--- src/sv/tpvs_pkg.sv ---
`default_nettype none

package tpvs_pkg;

   localparam int unsigned DUR_W     = 16;
   localparam int unsigned NUM_DUR   = 6;
   localparam int unsigned SUM_W     = 19;
   localparam int unsigned ELAPSED_W = 20;
   localparam int unsigned LEVEL_W   = 6;
   localparam int unsigned CSR_IDX_W = 3;

   typedef logic [DUR_W-1:0]     dur_type;
   typedef logic [SUM_W-1:0]     sum_type;
   typedef logic [ELAPSED_W-1:0] elapsed_type;
   typedef logic [LEVEL_W-1:0]   level_type;

   localparam dur_type DUR_RESET [NUM_DUR] = '{
      16'd15000, 16'd3000, 16'd7000, 16'd10000, 16'd500, 16'd0
   };

   // duration slots
   localparam int unsigned DUR_AIR       = 0;
   localparam int unsigned DUR_PAUSE_ONE = 1;
   localparam int unsigned DUR_WATER     = 2;
   localparam int unsigned DUR_PAUSE_TWO = 3;
   localparam int unsigned DUR_COOLING   = 4;
   localparam int unsigned DUR_TAIL      = 5;

   // level bit positions
   localparam int unsigned LV_AIR     = 0;
   localparam int unsigned LV_VALVE   = 1;
   localparam int unsigned LV_WATER   = 2;
   localparam int unsigned LV_COLLECT = 3;
   localparam int unsigned LV_COOL    = 4;
   localparam int unsigned LV_COOLCOL = 5;

   localparam logic [7:0] BTN_START         = 8'd1;
   localparam logic [7:0] BTN_START_ASCII   = 8'd49;
   localparam logic [7:0] BTN_RESET         = 8'd2;
   localparam logic [7:0] BTN_RESET_ASCII   = 8'd50;
   localparam logic [7:0] BTN_COLLECT       = 8'd4;
   localparam logic [7:0] BTN_COLLECT_ASCII = 8'd52;

   localparam logic [1:0] PRESS_NONE   = 2'd0;
   localparam logic [1:0] PRESS_START  = 2'd1;
   localparam logic [1:0] PRESS_PAUSE  = 2'd2;
   localparam logic [1:0] PRESS_RESUME = 2'd3;

   localparam logic ACTION_TICK = 1'b0;

   typedef enum logic [2:0] {
      ST_IDLE    = 3'd0,
      ST_AIR     = 3'd1,
      ST_WATER   = 3'd2,
      ST_COLLECT = 3'd3,
      ST_ENDED   = 3'd4
   } status_type;

endpackage

`default_nettype wire

--- src/sv/timed_pump_valve_sequencer.sv ---
// the result of an item is registered and shown in the cycle after acceptance
// one item per cycle while rsp_ready is high; phase update and compares: single stage
// phase boundaries are running sums held in registers, refreshed with each duration write
// reset: synchronous, active high; clears all sequence state and the result register,
// and returns the six durations to their default values
`default_nettype none

module timed_pump_valve_sequencer (
   input  wire logic                               clock,
   input  wire logic                               reset,
   input  wire logic                               req_valid,
   output logic                                    req_ready,
   input  wire logic                               req_action,
   input  wire logic [7:0]                         req_button_code,
   output logic                                    rsp_valid,
   input  wire logic                               rsp_ready,
   output logic                                    rsp_air_motor_pin,
   output logic                                    rsp_valve_pin,
   output logic                                    rsp_water_pump_pin,
   output logic                                    rsp_collect_pump_pin,
   output logic                                    rsp_cooling_pump_pin,
   output logic                                    rsp_cooling_collect_pin,
   output logic                                    rsp_running,
   output logic [2:0]                              rsp_status_code,
   input  wire logic                               csr_we,
   input  wire logic [tpvs_pkg::CSR_IDX_W-1:0]     csr_index,
   input  wire logic [tpvs_pkg::DUR_W-1:0]         csr_wdata
);

   tpvs_pkg::dur_type     dur_ff [tpvs_pkg::NUM_DUR];
   tpvs_pkg::dur_type     dur_in [tpvs_pkg::NUM_DUR];
   tpvs_pkg::sum_type     sum_ff [tpvs_pkg::NUM_DUR];
   tpvs_pkg::sum_type     sum_in [tpvs_pkg::NUM_DUR];

   tpvs_pkg::elapsed_type elapsed_ff, elapsed_in;
   logic                  active_ff, active_in;
   logic                  timer_ff, timer_in;
   logic [1:0]            press_ff, press_in;
   tpvs_pkg::level_type   levels_ff, levels_in;
   tpvs_pkg::level_type   pins_ff, pins_in;
   tpvs_pkg::status_type  status_ff, status_in;
   logic                  rsp_valid_ff, rsp_valid_in;

   logic                  req_fire;
   logic                  btn_start, btn_reset, btn_collect;

   assign req_ready = !rsp_valid_ff || rsp_ready;
   assign req_fire  = req_valid && req_ready;

   // duration registers and running sums
   always_comb begin
      for (int i = 0; i < tpvs_pkg::NUM_DUR; i++) begin
         if (reset) begin
            dur_in[i] = tpvs_pkg::DUR_RESET[i];
         end else if (csr_we && csr_index == tpvs_pkg::CSR_IDX_W'(i)) begin
            dur_in[i] = csr_wdata;
         end else begin
            dur_in[i] = dur_ff[i];
         end
      end
      sum_in[0] = tpvs_pkg::SUM_W'(dur_in[0]);
      for (int i = 1; i < tpvs_pkg::NUM_DUR; i++) begin
         sum_in[i] = sum_in[i-1] + tpvs_pkg::SUM_W'(dur_in[i]);
      end
   end

   always_ff @(posedge clock) begin
      dur_ff <= dur_in;
      sum_ff <= sum_in;
   end

   assign btn_start   = req_button_code == tpvs_pkg::BTN_START ||
                        req_button_code == tpvs_pkg::BTN_START_ASCII;
   assign btn_reset   = req_button_code == tpvs_pkg::BTN_RESET ||
                        req_button_code == tpvs_pkg::BTN_RESET_ASCII;
   assign btn_collect = req_button_code == tpvs_pkg::BTN_COLLECT ||
                        req_button_code == tpvs_pkg::BTN_COLLECT_ASCII;

   always_comb begin
      elapsed_in = elapsed_ff;
      active_in  = active_ff;
      timer_in   = timer_ff;
      press_in   = press_ff;
      levels_in  = levels_ff;
      pins_in    = pins_ff;
      status_in  = status_ff;

      if (req_action == tpvs_pkg::ACTION_TICK) begin
         if (timer_ff && elapsed_ff != '1) begin
            elapsed_in = elapsed_ff + 1'b1;
         end
      end else begin
         priority if (btn_start) begin
            press_in = press_ff + 2'd1;
            priority if (press_in == tpvs_pkg::PRESS_START) begin
               active_in = 1'b1;
            end else if (press_in == tpvs_pkg::PRESS_PAUSE) begin
               timer_in  = 1'b0;
               pins_in   = '0;
               active_in = 1'b0;
            end else if (press_in == tpvs_pkg::PRESS_RESUME) begin
               timer_in  = 1'b1;
               active_in = 1'b1;
               press_in  = tpvs_pkg::PRESS_START;
            end else begin
               press_in = tpvs_pkg::PRESS_NONE;
            end
         end else if (btn_reset) begin
            elapsed_in = '0;
            active_in  = 1'b0;
            timer_in   = 1'b0;
            press_in   = tpvs_pkg::PRESS_NONE;
            levels_in  = '0;
            pins_in    = '0;
            status_in  = tpvs_pkg::ST_IDLE;
         end else if (btn_collect) begin
            status_in                       = tpvs_pkg::ST_COLLECT;
            levels_in[tpvs_pkg::LV_COLLECT] = 1'b1;
            levels_in[tpvs_pkg::LV_COOLCOL] = 1'b1;
            pins_in[tpvs_pkg::LV_COLLECT]   = 1'b1;
            pins_in[tpvs_pkg::LV_COOLCOL]   = 1'b1;
         end else begin
            press_in = press_ff;
         end
      end

      // phase selection
      if (active_in) begin
         if (elapsed_in == '0) begin
            timer_in = 1'b1;
         end
         priority if (elapsed_in < tpvs_pkg::ELAPSED_W'(sum_ff[tpvs_pkg::DUR_AIR])) begin
            status_in                   = tpvs_pkg::ST_AIR;
            levels_in[tpvs_pkg::LV_AIR] = 1'b1;
         end else if (elapsed_in < tpvs_pkg::ELAPSED_W'(sum_ff[tpvs_pkg::DUR_PAUSE_ONE])) begin
            levels_in[tpvs_pkg::LV_AIR] = 1'b0;
         end else if (elapsed_in < tpvs_pkg::ELAPSED_W'(sum_ff[tpvs_pkg::DUR_WATER])) begin
            levels_in[tpvs_pkg::LV_VALVE]   = 1'b1;
            levels_in[tpvs_pkg::LV_WATER]   = 1'b1;
            levels_in[tpvs_pkg::LV_COLLECT] = 1'b1;
            status_in                       = tpvs_pkg::ST_WATER;
         end else if (elapsed_in < tpvs_pkg::ELAPSED_W'(sum_ff[tpvs_pkg::DUR_PAUSE_TWO])) begin
            levels_in[tpvs_pkg::LV_WATER] = 1'b0;
         end else if (elapsed_in < tpvs_pkg::ELAPSED_W'(sum_ff[tpvs_pkg::DUR_COOLING])) begin
            levels_in[tpvs_pkg::LV_COLLECT] = 1'b0;
            levels_in[tpvs_pkg::LV_COOL]    = 1'b1;
            levels_in[tpvs_pkg::LV_COOLCOL] = 1'b1;
         end else if (elapsed_in < tpvs_pkg::ELAPSED_W'(sum_ff[tpvs_pkg::DUR_TAIL])) begin
            levels_in[tpvs_pkg::LV_COOL] = 1'b0;
         end else begin
            levels_in[tpvs_pkg::LV_VALVE]   = 1'b0;
            levels_in[tpvs_pkg::LV_COOLCOL] = 1'b0;
            status_in                       = tpvs_pkg::ST_ENDED;
            active_in                       = 1'b0;
            timer_in                        = 1'b0;
            elapsed_in                      = '0;
         end
         pins_in = levels_in;
      end
   end

   assign rsp_valid_in = req_fire || (rsp_valid_ff && !rsp_ready);

   always_ff @(posedge clock) begin
      if (reset) begin
         elapsed_ff   <= '0;
         active_ff    <= 1'b0;
         timer_ff     <= 1'b0;
         press_ff     <= tpvs_pkg::PRESS_NONE;
         levels_ff    <= '0;
         pins_ff      <= '0;
         status_ff    <= tpvs_pkg::ST_IDLE;
         rsp_valid_ff <= 1'b0;
      end else begin
         rsp_valid_ff <= rsp_valid_in;
         if (req_fire) begin
            elapsed_ff <= elapsed_in;
            active_ff  <= active_in;
            timer_ff   <= timer_in;
            press_ff   <= press_in;
            levels_ff  <= levels_in;
            pins_ff    <= pins_in;
            status_ff  <= status_in;
         end
      end
   end

   assign rsp_valid               = rsp_valid_ff;
   assign rsp_air_motor_pin       = pins_ff[tpvs_pkg::LV_AIR];
   assign rsp_valve_pin           = pins_ff[tpvs_pkg::LV_VALVE];
   assign rsp_water_pump_pin      = pins_ff[tpvs_pkg::LV_WATER];
   assign rsp_collect_pump_pin    = pins_ff[tpvs_pkg::LV_COLLECT];
   assign rsp_cooling_pump_pin    = pins_ff[tpvs_pkg::LV_COOL];
   assign rsp_cooling_collect_pin = pins_ff[tpvs_pkg::LV_COOLCOL];
   assign rsp_running             = active_ff;
   assign rsp_status_code         = status_ff;

   a_fire_gives_result: assert property (@(posedge clock) disable iff (reset)
      req_fire |=> rsp_valid_ff)
      else $error("accepted item produced no result");

   a_active_press: assert property (@(posedge clock) disable iff (reset)
      active_ff |-> press_ff == tpvs_pkg::PRESS_START)
      else $error("sequence active with press count other than start");

   a_press_range: assert property (@(posedge clock) disable iff (reset)
      press_ff != tpvs_pkg::PRESS_RESUME)
      else $error("press count held at resume");

   a_timer_needs_run: assert property (@(posedge clock) disable iff (reset)
      timer_ff |-> active_ff)
      else $error("timer enabled while sequence inactive");

endmodule

`default_nettype wire
--- config.mk ---
export PLATFORM = sky130hd
export DESIGN_NAME = timed_pump_valve_sequencer
export DESIGN_NICKNAME = d
export VERILOG_FILES = /design/src/sv/tpvs_pkg.sv /design/src/sv/timed_pump_valve_sequencer.sv
export SDC_FILE = /design/constraint.sdc
export NUM_CORES = 1
export LEC_CHECK = 0
export BUFFER_PORTS_ARGS = -buffer_cell sky130_fd_sc_hd__clkbuf_2
export CORE_MARGIN = 2
export CORE_UTILIZATION = 63
export DETAILED_ROUTE_END_ITERATION = 6
export GPL_TIMING_DRIVEN = 0
export PLACE_DENSITY = 0.81
export SYNTH_ARGS = -nofsm -noshare
export SYNTH_HDL_FRONTEND = slang
export SYNTH_SLANG_ARGS = --single-unit
export TNS_END_PERCENT = 20
--- constraint.sdc ---
create_clock -name clock -period 9.9 [get_ports clock]
set_input_delay 1.98 -clock clock [delete_from_list [all_inputs] [get_ports clock]]
set_output_delay 1.98 -clock clock [all_outputs]
set_load 0.02 [all_outputs]
# Word level (Yosys, flattened, before mapping)
# Cells that the tools add are included.
# Widths: inputs -> output; s select.
dict set report classes {
  addsub 7
  magnitude_cmp 6
  eq_ne 17
  mux 99
  n_reduce_logical 25
}
# op count
set op_table {}
lappend op_table {{$mux 20} 11}
lappend op_table {{$mux 16} 12}
lappend op_table {{$lt 20x19->1} 3}
lappend op_table {{$mux 6} 8}
lappend op_table {{$mux 1} 45}
lappend op_table {{$mux 3} 15}
lappend op_table {{$add 19x16->19} 2}
lappend op_table {{$eq 8x6->1 const B} 3}
lappend op_table {{$add 20x1->20 const B} 1}
lappend op_table {{$logic_not 20->1} 1}
lappend op_table {{$lt 20x16->1} 1}
lappend op_table {{$lt 20x17->1} 1}
lappend op_table {{$lt 20x18->1} 1}
lappend op_table {{$ne 20x20->1 const B} 1}
lappend op_table {{$add 18x16->19} 1}
lappend op_table {{$add 17x16->18} 1}
lappend op_table {{$add 16x16->17} 1}
lappend op_table {{$mux 2} 6}
lappend op_table {{$mux 5} 2}
lappend op_table {{$reduce_and 5->1} 2}
lappend op_table {{$logic_and 1x1->1} 9}
lappend op_table {{$eq 8x1->1 const B} 1}
lappend op_table {{$eq 8x2->1 const B} 1}
lappend op_table {{$eq 8x3->1 const B} 1}
lappend op_table {{other kinds (15)} 24}
dict set report word_totals {
  reg_bits 228
  inputBits 33
}

# Depth between registers and ports, before layout
# Gate-level depths: netlist (run 1).
dict set report logic_depth {
  depth_word 15
  ltp_mapped 39
}

# Least setup slack after synthesis (run 1)
# Ideal clock, no wire load.
dict set report synth_timing {
  kind {input to register}
  from {in csr_we}
  to {reg sum_ff[17] (netlist name)}
  t_arrival_ps 8797
  setup_slack_ps 982
  stages 35
  path_buffers 1
  path_cell_list {nor2b_1 > and2_0 > clkbuf_1 > nand2_1 > a21oi_1 > ha_1 > a21o_1 > a21oi_1 > o21bai_1 > a21oi_1 > o21bai_1 > a21oi_1 > o21bai_1 > a2111o_1 > a2111o_1 > o311ai_0 > ha_1 > a211oi_1 > nand2_1 > nor3_1 > nand3_1 > nand2_1 > nor2_1 > xor2_1 > ha_1 > a21oi_1 > o21ai_0 > xor2_1 > ha_1 > o41ai_1 > a211oi_1 > a211oi_1 > o2bb2ai_1 > or3_1 > xnor2_1}
}
# item line
set synth_rtl {}
lappend synth_rtl {{from (decl)} timed_pump_valve_sequencer.sv:25} ;# input wire logic csr_we,
lappend synth_rtl {{to (signal assigned)} timed_pump_valve_sequencer.sv:69} ;# sum_ff <= sum_in;
lappend synth_rtl {{to (decl)} timed_pump_valve_sequencer.sv:32} ;# tpvs_pkg::sum_type sum_ff [tpvs_pkg::NUM_DUR];

==> results of run 1 <==
final timing paths:
path	endpoint	slack, ns	cells past startpoint
setup / recovery	sum_ff[18]	0.38	37
hold / removal	pins_ff[2]	0.45	2
setup reg to reg	sum_ff[18]	2.32	36
hold reg to reg	pins_ff[2]	0.45	2
power by group:
part           internal, uW  switching (uW)  total, uW
combinational           437             664       1100
clock                   573             379        953
sequential             1050            30.9       1080
total                  2060            1070       3140
registers in the layout (all words and copies together) (netlist names):
register	flops
rsp_status_code	3
rsp_valid	1
press_ff	2
elapsed_ff	20
pins_ff	6
dur_ff	80
timer_ff	1
sum_ff	108
levels_ff	6
rsp_running	1
layer usage:
layer / share of wire / vias up
met3: 0.065 / 121
met1: 0.41 / 5985
met2: 0.48 / 455
met4: 0.049 / 0
met5: 0 / -
li1: - / 6280
Yosys cell counts (all sizes together) (22+ instances only):
cell and n:
a21oi 151, ha 189, clkbuf 41, dfxtp 228, o21ai 75, xnor2 49
inv 146, nand4 25, a21o 44, nor2b 22, nor3 32, nand3 70
nand2 263, a211oi 22, nor2 81, o21a 23
stage by stage:
| step | instance area [um^2] | hold WS [ns] | utilization | power, uW | setup TNS (ns) |
|---|---|---|---|---|---|
| after floorplan | 14210 | 0.4322 | - | 1903 | 0 |
| after global placement | 14790 | 0.4444 | 0.6733 | 2100 | -2.998 |
| after detailed placement | 14790 | 0.4493 | 0.6737 | 2140 | -4.277 |
| after CTS | 15640 | 0.4586 | 0.7124 | 3094 | 0 |
| after global routing | 15760 | 0.4805 | 0.7176 | 3303 | -0.05936 |
| final | 15760 | 0.4535 | 0.7176 | 3137 | 0 |
final cells by class:
cell class                 instances  area share
inverter                         146     0.03478
buffer                            46     0.01278
sequential                       228      0.2897
tap                              280     0.02223
clock buffer                      39     0.04812
clock inverter                     4    0.004447
multi-input combinational       1304      0.5732
timing repair buffer              46     0.01477
cells by family after synthesis:
kind of cell / synth area share
and+or+nand+nor: 0.1952
xor gates and xnor gates: 0.04058
DFF: 0.3211
buffers and inverters: 0.05211
AOI/OAI and AO/OA: 0.2096
muxes: 0.008010
adders and majority gates: 0.1734
critical path: cells and delay by family:
family	cells	cell delay, ns
and+or+nand+nor	11	1.91
AOI/OAI and AO/OA	13	2.49
buffers and inverters	4	1.11
adders and majority gates	6	1.94
xor gates and xnor gates	3	0.54
what timing repair did:
action | CTS | global route
resized for setup | 7 | 26
endpoints found under the setup margin | 6 | 7
pin swaps | 0 | 1
==> results.md, run 1 <==
Synth:
- In the synthesized netlist the async set-or-reset flop fraction comes to 0.
- The most instantiated flip-flop cell in the synthesis netlist is sky130_fd_sc_hd__dfxtp_1.
- The cell count after synthesis is between 1500 and 2000.
- The post-synth design cell area is around 14000 um^2.
- Synthesis produced a netlist with a net count of slightly below 2000.
- The mean area per synthesized cell is between 8 and 9 um^2.
- The share of synthesized area in the top cell type comes to 0.3211.
- Counting distinct cell types in the post-synthesis netlist gives 83.
- Of the synthesized area, sequential elements account for 0.3211.
- Summed over all instances, the cell type with the most area after synthesis is sky130_fd_sc_hd__dfxtp_1.
- The number of synthesis warnings is 0.
- Yosys attributes the largest share of cell area to sky130_fd_sc_hd__dfxtp_1 (32%), sky130_fd_sc_hd__ha_1 (17%), sky130_fd_sc_hd__nand2_1 (6.9%), sky130_fd_sc_hd__a21oi_1 (5.3%), sky130_fd_sc_hd__inv_1 (3.9%).
- The number of flip-flops and latches in the synthesized netlist is 228.
- The number of enable-type register cells in the synthesized netlist is 0.

Routing:
- In this run, the number of DRC markers left after iteration 0 of detailed routing was about 1000.
- The total number of vias is approximately 13000.
- The count of nets left with antenna violations once routing finished came out at 0.
- The overall routed net length is 39260 um.
- The number of iterations in the first detailed-routing pass is 6.
- Dividing the detail-routed wire length by the instance count gives 18.76 um.
- In the routed design, unresolved DRC markers number 0.
- Dividing the detail-routed via count by the number of cells gives between 6 and 7.

Global routing:
- The number of global-route vias before repair was roughly 12000.
- For this run, global-route usage on met3 was measured as 0.03811.
- Entering global routing, the biggest net connects 13 pins.
- The routing usage on met2 is 0.5642.
- The global routing stage identified its most utilized layer as met2.
- The number of antenna violations at the first check in global routing came to 0.
- The met1 track demand over resource is 0.3983.
- Across every metal layer, demand over resource in global routing totals 0.3232.
- The first-pass GRT wire length is roughly 62000 um.
- After global routing the overflow that remains totals 0.

Timing:
- On the final layout, the worst clock skew is approximately 0.01 ns.
- For the pin with the worst max-slew slack, the measured transition is roughly 1.6 ns.
- The final-report setup violation count is 0.
- The final max-slew violation count is 9.
- The count of final hold-check violations is 0.
- Derived from the worst setup path, the maximum achievable clock frequency is 0.1051 GHz.
- The worst max-slew margin expressed relative to the limit is -0.04695.
- The final critical-path setup slack is roughly 0.38 ns.
- Dividing the final minimum period by the clock period gives 0.9615.
- The clock period minus worst slack is 9.519 ns.

Setup path:
- The most prevalent standard cell on the critical path is sky130_fd_sc_hd__ha_1.
- Data on the critical path is required at its endpoint by ~10 ns.
- The endpoint type of the worst setup path is a flip-flop.
- For the worst setup path, the data arrival time is 9.97 ns.
- The startpoint of the most critical setup path is reset.
- The origin of the critical flop-to-flop path is sum_ff[96].
- Along the worst path, the maximum fanout reaches 10.
- The nature of the critical path startpoint is an input pin.
- The critical path in this run is classified as in -> reg.
- The delay contributed by the slowest stage of the critical path is 0.43 ns.
- On the critical path, the stage with the largest delay is an instance of sky130_fd_sc_hd__fa_1.

Floorplanning:
- The count of boundary I/O pins is 45.
- The die is 154.2 um tall.
- The die extent in x is around 150 um.
- The region available for standard cell placement spans 21960 um^2.
- The number of placement rows is between 50 and 60.
- The initial utilization of the core area, before any placement, comes to 0.6474.
- The area of the die is 23780 um^2.

Hold path:
- The launch instance of the worst min-delay path is pins_ff[2].
- The worst hold path belongs to the class reg -> reg.

Placed design:
- After legalization and detailed placement, the total HPWL measured approximately 30000 um.
- The number of placed instances, taps included, is around 2000.
- At the placement stage, the worst setup path has a slack of -0.8497 ns.
- Port buffering added 44 buffers.
- At the end of routability-driven placement, the weighted congestion stood at around 0.96.

Pwr:
- IR analysis of the VDD net gives a maximum drop of 0.1512 mV.
- In this run the power density over the cells is 199.1 nW/um^2.
- The analysis attributes to cell leakage a power of ~0.0073 uW.

Finish:
- The number of antenna diodes is 0.
- Excluding fillers, the count of instances in the completed layout stands at roughly 2100.
- The net count of the finished layout is between 2000 and 2500.
- The area growth from synthesis to layout is 10.84%.
- In the layout the commonest cells are sky130_fd_sc_hd__nand2_1 (263), sky130_fd_sc_hd__dfxtp_1 (228), sky130_fd_sc_hd__ha_1 (188).
- Registers take 4564 um^2.
- The filler cells instantiated in the layout total around 1700.
- The multi-input combinational cells in the finished layout cover a total of 9031 um^2.
- The commonest non-fill, non-tap cell in the layout is sky130_fd_sc_hd__nand2_1.
- The proportion of layout cells with a drive suffix above 1 is 0.07667.

Clocking:
- The insertion delay to the later sink of the worst-skew pair is roughly 0.52 ns.
- In this run the clock root is driven by a sky130_fd_sc_hd__clkbuf_16.
- The number of buffers inserted to repair setup after CTS is 0.
- In this run the deepest clock path goes through 3 buffers.
- TritonCTS built the clock tree.
- The total of hold buffers inserted after clock tree synthesis is 0.
- The number of buffers inserted during clock tree synthesis is 25.
- Clock-pin slew was measured on the worst setup and hold paths at around 0.060 ns.
- CTS built an H-tree with a depth of 1.
- For this design, the sink count on the clock tree is 228.

Outcome:
- The run finished, with violations left.
- The checks that failed: capacitance limit, slew limit.

Flow run:
- The number of maximum-capacitance violations is 1.
Note: power is estimated with default switching activity, not from simulation.
==> run 2, diff against run 1 <==
Settings changed: CTS_BUF_LIST set to sky130_fd_sc_hd__clkbuf_16, MAX_ROUTING_LAYER set to met4.
==> run 2 against run 1 <==
The run now ends clean. Utilization down 0.25 points. Design area shrank 0.35%. Cell count about the same. Power shrank 0.38%. Worst hold slack improved by 0.0067 ns. Critical path type unchanged. Largest cell class unchanged.
==> results.md, run 2 (synthesis gave the netlist of run 1 again) <==
Outcome:
- The flow ran to the end, and the final reports show no timing, DRC or antenna violations.

Finish:
- In the final layout, the registers with the most flip-flops are sum_ff: 108 flops, dur_ff: 80 flops, elapsed_ff: 20 flops.
- In the layout the commonest cells are sky130_fd_sc_hd__nand2_1 (262), sky130_fd_sc_hd__dfxtp_1 (228), sky130_fd_sc_hd__ha_1 (189).
- The proportion of layout cells with a drive suffix above 1 is 0.07182.
- Fill cells in the final layout number 1716.
- The area growth from synthesis to layout is 10.46%.
- Summing all multi-input logic gate instances after layout gives between 9000 and 10000 um^2.
- The commonest non-fill, non-tap cell in the layout is sky130_fd_sc_hd__nand2_1.
- The footprint of the flip-flops and latches is about 4600 um^2.
- After the last flow step, the layout net total stands at around 2000.
- More flip-flops sit in one register than any other, and that register is sum_ff.
- The number of flip-flops under the largest register name is around 110.

Clocking:
- The clock passes through at most 3 buffers.
- Clock-pin slew was measured on the worst setup and hold paths at 0.06 ns.
- The TritonCTS clock tree is yes.
- The total of hold buffers inserted after clock tree synthesis is 0.
- CTS built an H-tree with a depth of 1.
- In this run the clock root is driven by a sky130_fd_sc_hd__clkbuf_16.
- The number of buffers inserted during clock tree synthesis is 25.
- Clock latency on the worst-skew pair, taken at its later pin, is between 0.5 and 0.6 ns.
- The CTS sink count is roughly 230.

Routing:
- The number of nets still failing antenna checks after routing is 0.
- The post-detailed-route wirelength per cell is 18.93 um.
- Using the TritonRoute via totals, the vias-per-cell ratio works out to just over 6.
- Summed over all layers, the routed wires come to 39590 um.
- The post-route DRC violation count is 0.
- The total number of vias is 12970.
- The number of iterations in the first detailed-routing pass is 5.
- The first routing iteration left about 930 violations.

Setup path:
- In this design, the stage delay of the slowest critical-path cell is approximately 0.5 ns.
- The nature of the critical path startpoint is an input pin.
- The capture instance of the worst register-to-register path is sum_ff[18].
- STA puts the critical path data arrival time at approximately 9.8 ns.
- The largest driver fanout on the critical path is 7.
- The endpoint type of the worst setup path is a flip-flop.
- The worst register-to-register path begins at sum_ff[96].
- The most prevalent standard cell on the critical path is sky130_fd_sc_hd__nor2_1.
- The type of the worst setup path is in -> reg.
- Data on the critical path is required at its endpoint by ~10 ns.
- For flop-to-flop paths, the worst setup slack is 2.43 ns.
- The largest individual stage delay along the critical path comes from the cell sky130_fd_sc_hd__a2111o_1.
- Measured in cells, the most critical reg-to-reg path has a length of 34.

Hold path:
- The worst min-delay path class is reg -> reg.
- Along the worst hold path, the cell count comes to 2.
- In this run the most critical hold path is launched from levels_ff[2].
- The destination of the worst hold path is levels_ff[2].

Pwr:
- The maximum VDD drop is 0.1235 mV.
- The analysis attributes to cell leakage a power of approximately 0.0073 uW.
- Summing internal, switching and leakage power gives approximately 3100 uW.
- The power density of the placed cells is 199.0 nW/um^2.

Global routing:
- The first-pass GRT wire length is 63210 um.
- The peak-usage layer in the global routing report is met2.
- The met1 track demand over resource is 0.4028.
- The number of global-route vias before repair was 12810.
- For met3 alone, demand over resource in global routing was 0.03951.
- The total congestion overflow after global routing is 0.
- Across every metal layer, demand over resource in global routing totals 0.3376.
- Entering global routing, the biggest net connects 14 pins.
- In the global route stage, met2 resource usage came out at 0.5693.
- The number of antenna violations at the first check in global routing is 1.

Floorplanning:
- From bottom edge to top edge, the die measures 154.2 um.
- The area of the die is between 20000 and 25000 um^2.
- The die extent in x is 154.2 um.
- For this design the top-level I/O count stands at 45.
- The core region area is 21960 um^2.
- The number of placement rows is 54.
- The initial utilization of the core area, before any placement, comes to 0.6474.

Timing:
- The highest attainable clock frequency is between 0.1 and 0.15 GHz.
- The clock period minus worst slack is 9.397 ns.
- The count of final hold-check violations is 0.
- The fraction of the cycle the final worst path needs is 0.9492.
- The worst max-slew margin expressed relative to the limit is 0.02482.
- The final max-slew violation count is 0.
- The tightest hold path in the finished design has a slack of roughly 0.46 ns.
- Setup violations remaining at the end of the flow were counted as 0.
- The measured slew at the worst slew-check pin is between 1 and 1.5 ns.
- Clock skew on the completed layout was measured at between 0.01 and 0.015 ns.

Placed design:
- Input and output buffers added on the ports amount to 44.
- Routability-driven placement finished with a final weighted congestion of roughly 1.
- The sum of net half-perimeters after detailed placement is 30340 um.

Flow run:
- Max-cap violations in this run came to 0.
## run 2: cell type report
cell class,instances,area share
multi-input cells,1304,0.5738
plain buffers,44,0.01227
well taps,280,0.02231
inverters,146,0.03490
diodes,1,0.0001594
flip-flops and latches,228,0.2907
repair buffers,45,0.01450
clock inverters,18,0.01148
clock buffers,25,0.03984
## run 2: power by group
part | internal, uW | switching [uW]
registers | 1050 | 33.4
logic | 436 | 662
clock network | 558 | 383
## run 2: worst max-delay path by stage
stage | startpoint | to
floorplan | csr_we | sum_ff[17]
global placement | reset | sum_ff[17]
detailed placement | reset | sum_ff[17]
CTS | csr_index[0] | sum_ff[18]
global route | csr_index[0] | sum_ff[18]
finish | csr_index[0] | sum_ff[18]
## run 2: repair_timing
action                                  in CTS  in global routing
buffers inserted                             0                  0
resized for setup                            4                 26
endpoints found under the setup margin       3                  8
## run 2: per-stage QoR
stage | cells | util | setup slack, ns | area, um^2 | setup TNS, ns
after floorplan | 1724 | - | 0.9824 | 14210 | 0
after global placement | 2048 | 0.6733 | -0.6834 | 14790 | -3.207
after detailed placement | 2049 | 0.6737 | -0.9040 | 14790 | -4.221
after CTS | 2092 | 0.7112 | 0.01777 | 15620 | 0
after global routing | 2091 | 0.7150 | -0.04192 | 15700 | -0.04281
final | 2091 | 0.7150 | 0.5025 | 15700 | 0
## run 2: worst max-delay path, delay by kind of cell
| kind | cells | cell delay, ns |
|---|---|---|
| AO/OA/AOI/OAI | 17 | 3.90 |
| buffers and inverters | 2 | 0.40 |
| AND/OR/NAND/NOR | 12 | 1.60 |
| adder cells (fa/ha/maj) | 4 | 1.30 |
| XOR/XNOR | 3 | 0.66 |
## run 2: layer usage
layer | part of all wire | up-vias
li1 | - | 6277
met1 | 0.41 | 6080
met2 | 0.48 | 480
met3 | 0.068 | 132
met4 | 0.047 | 0
met5 | 0 | -
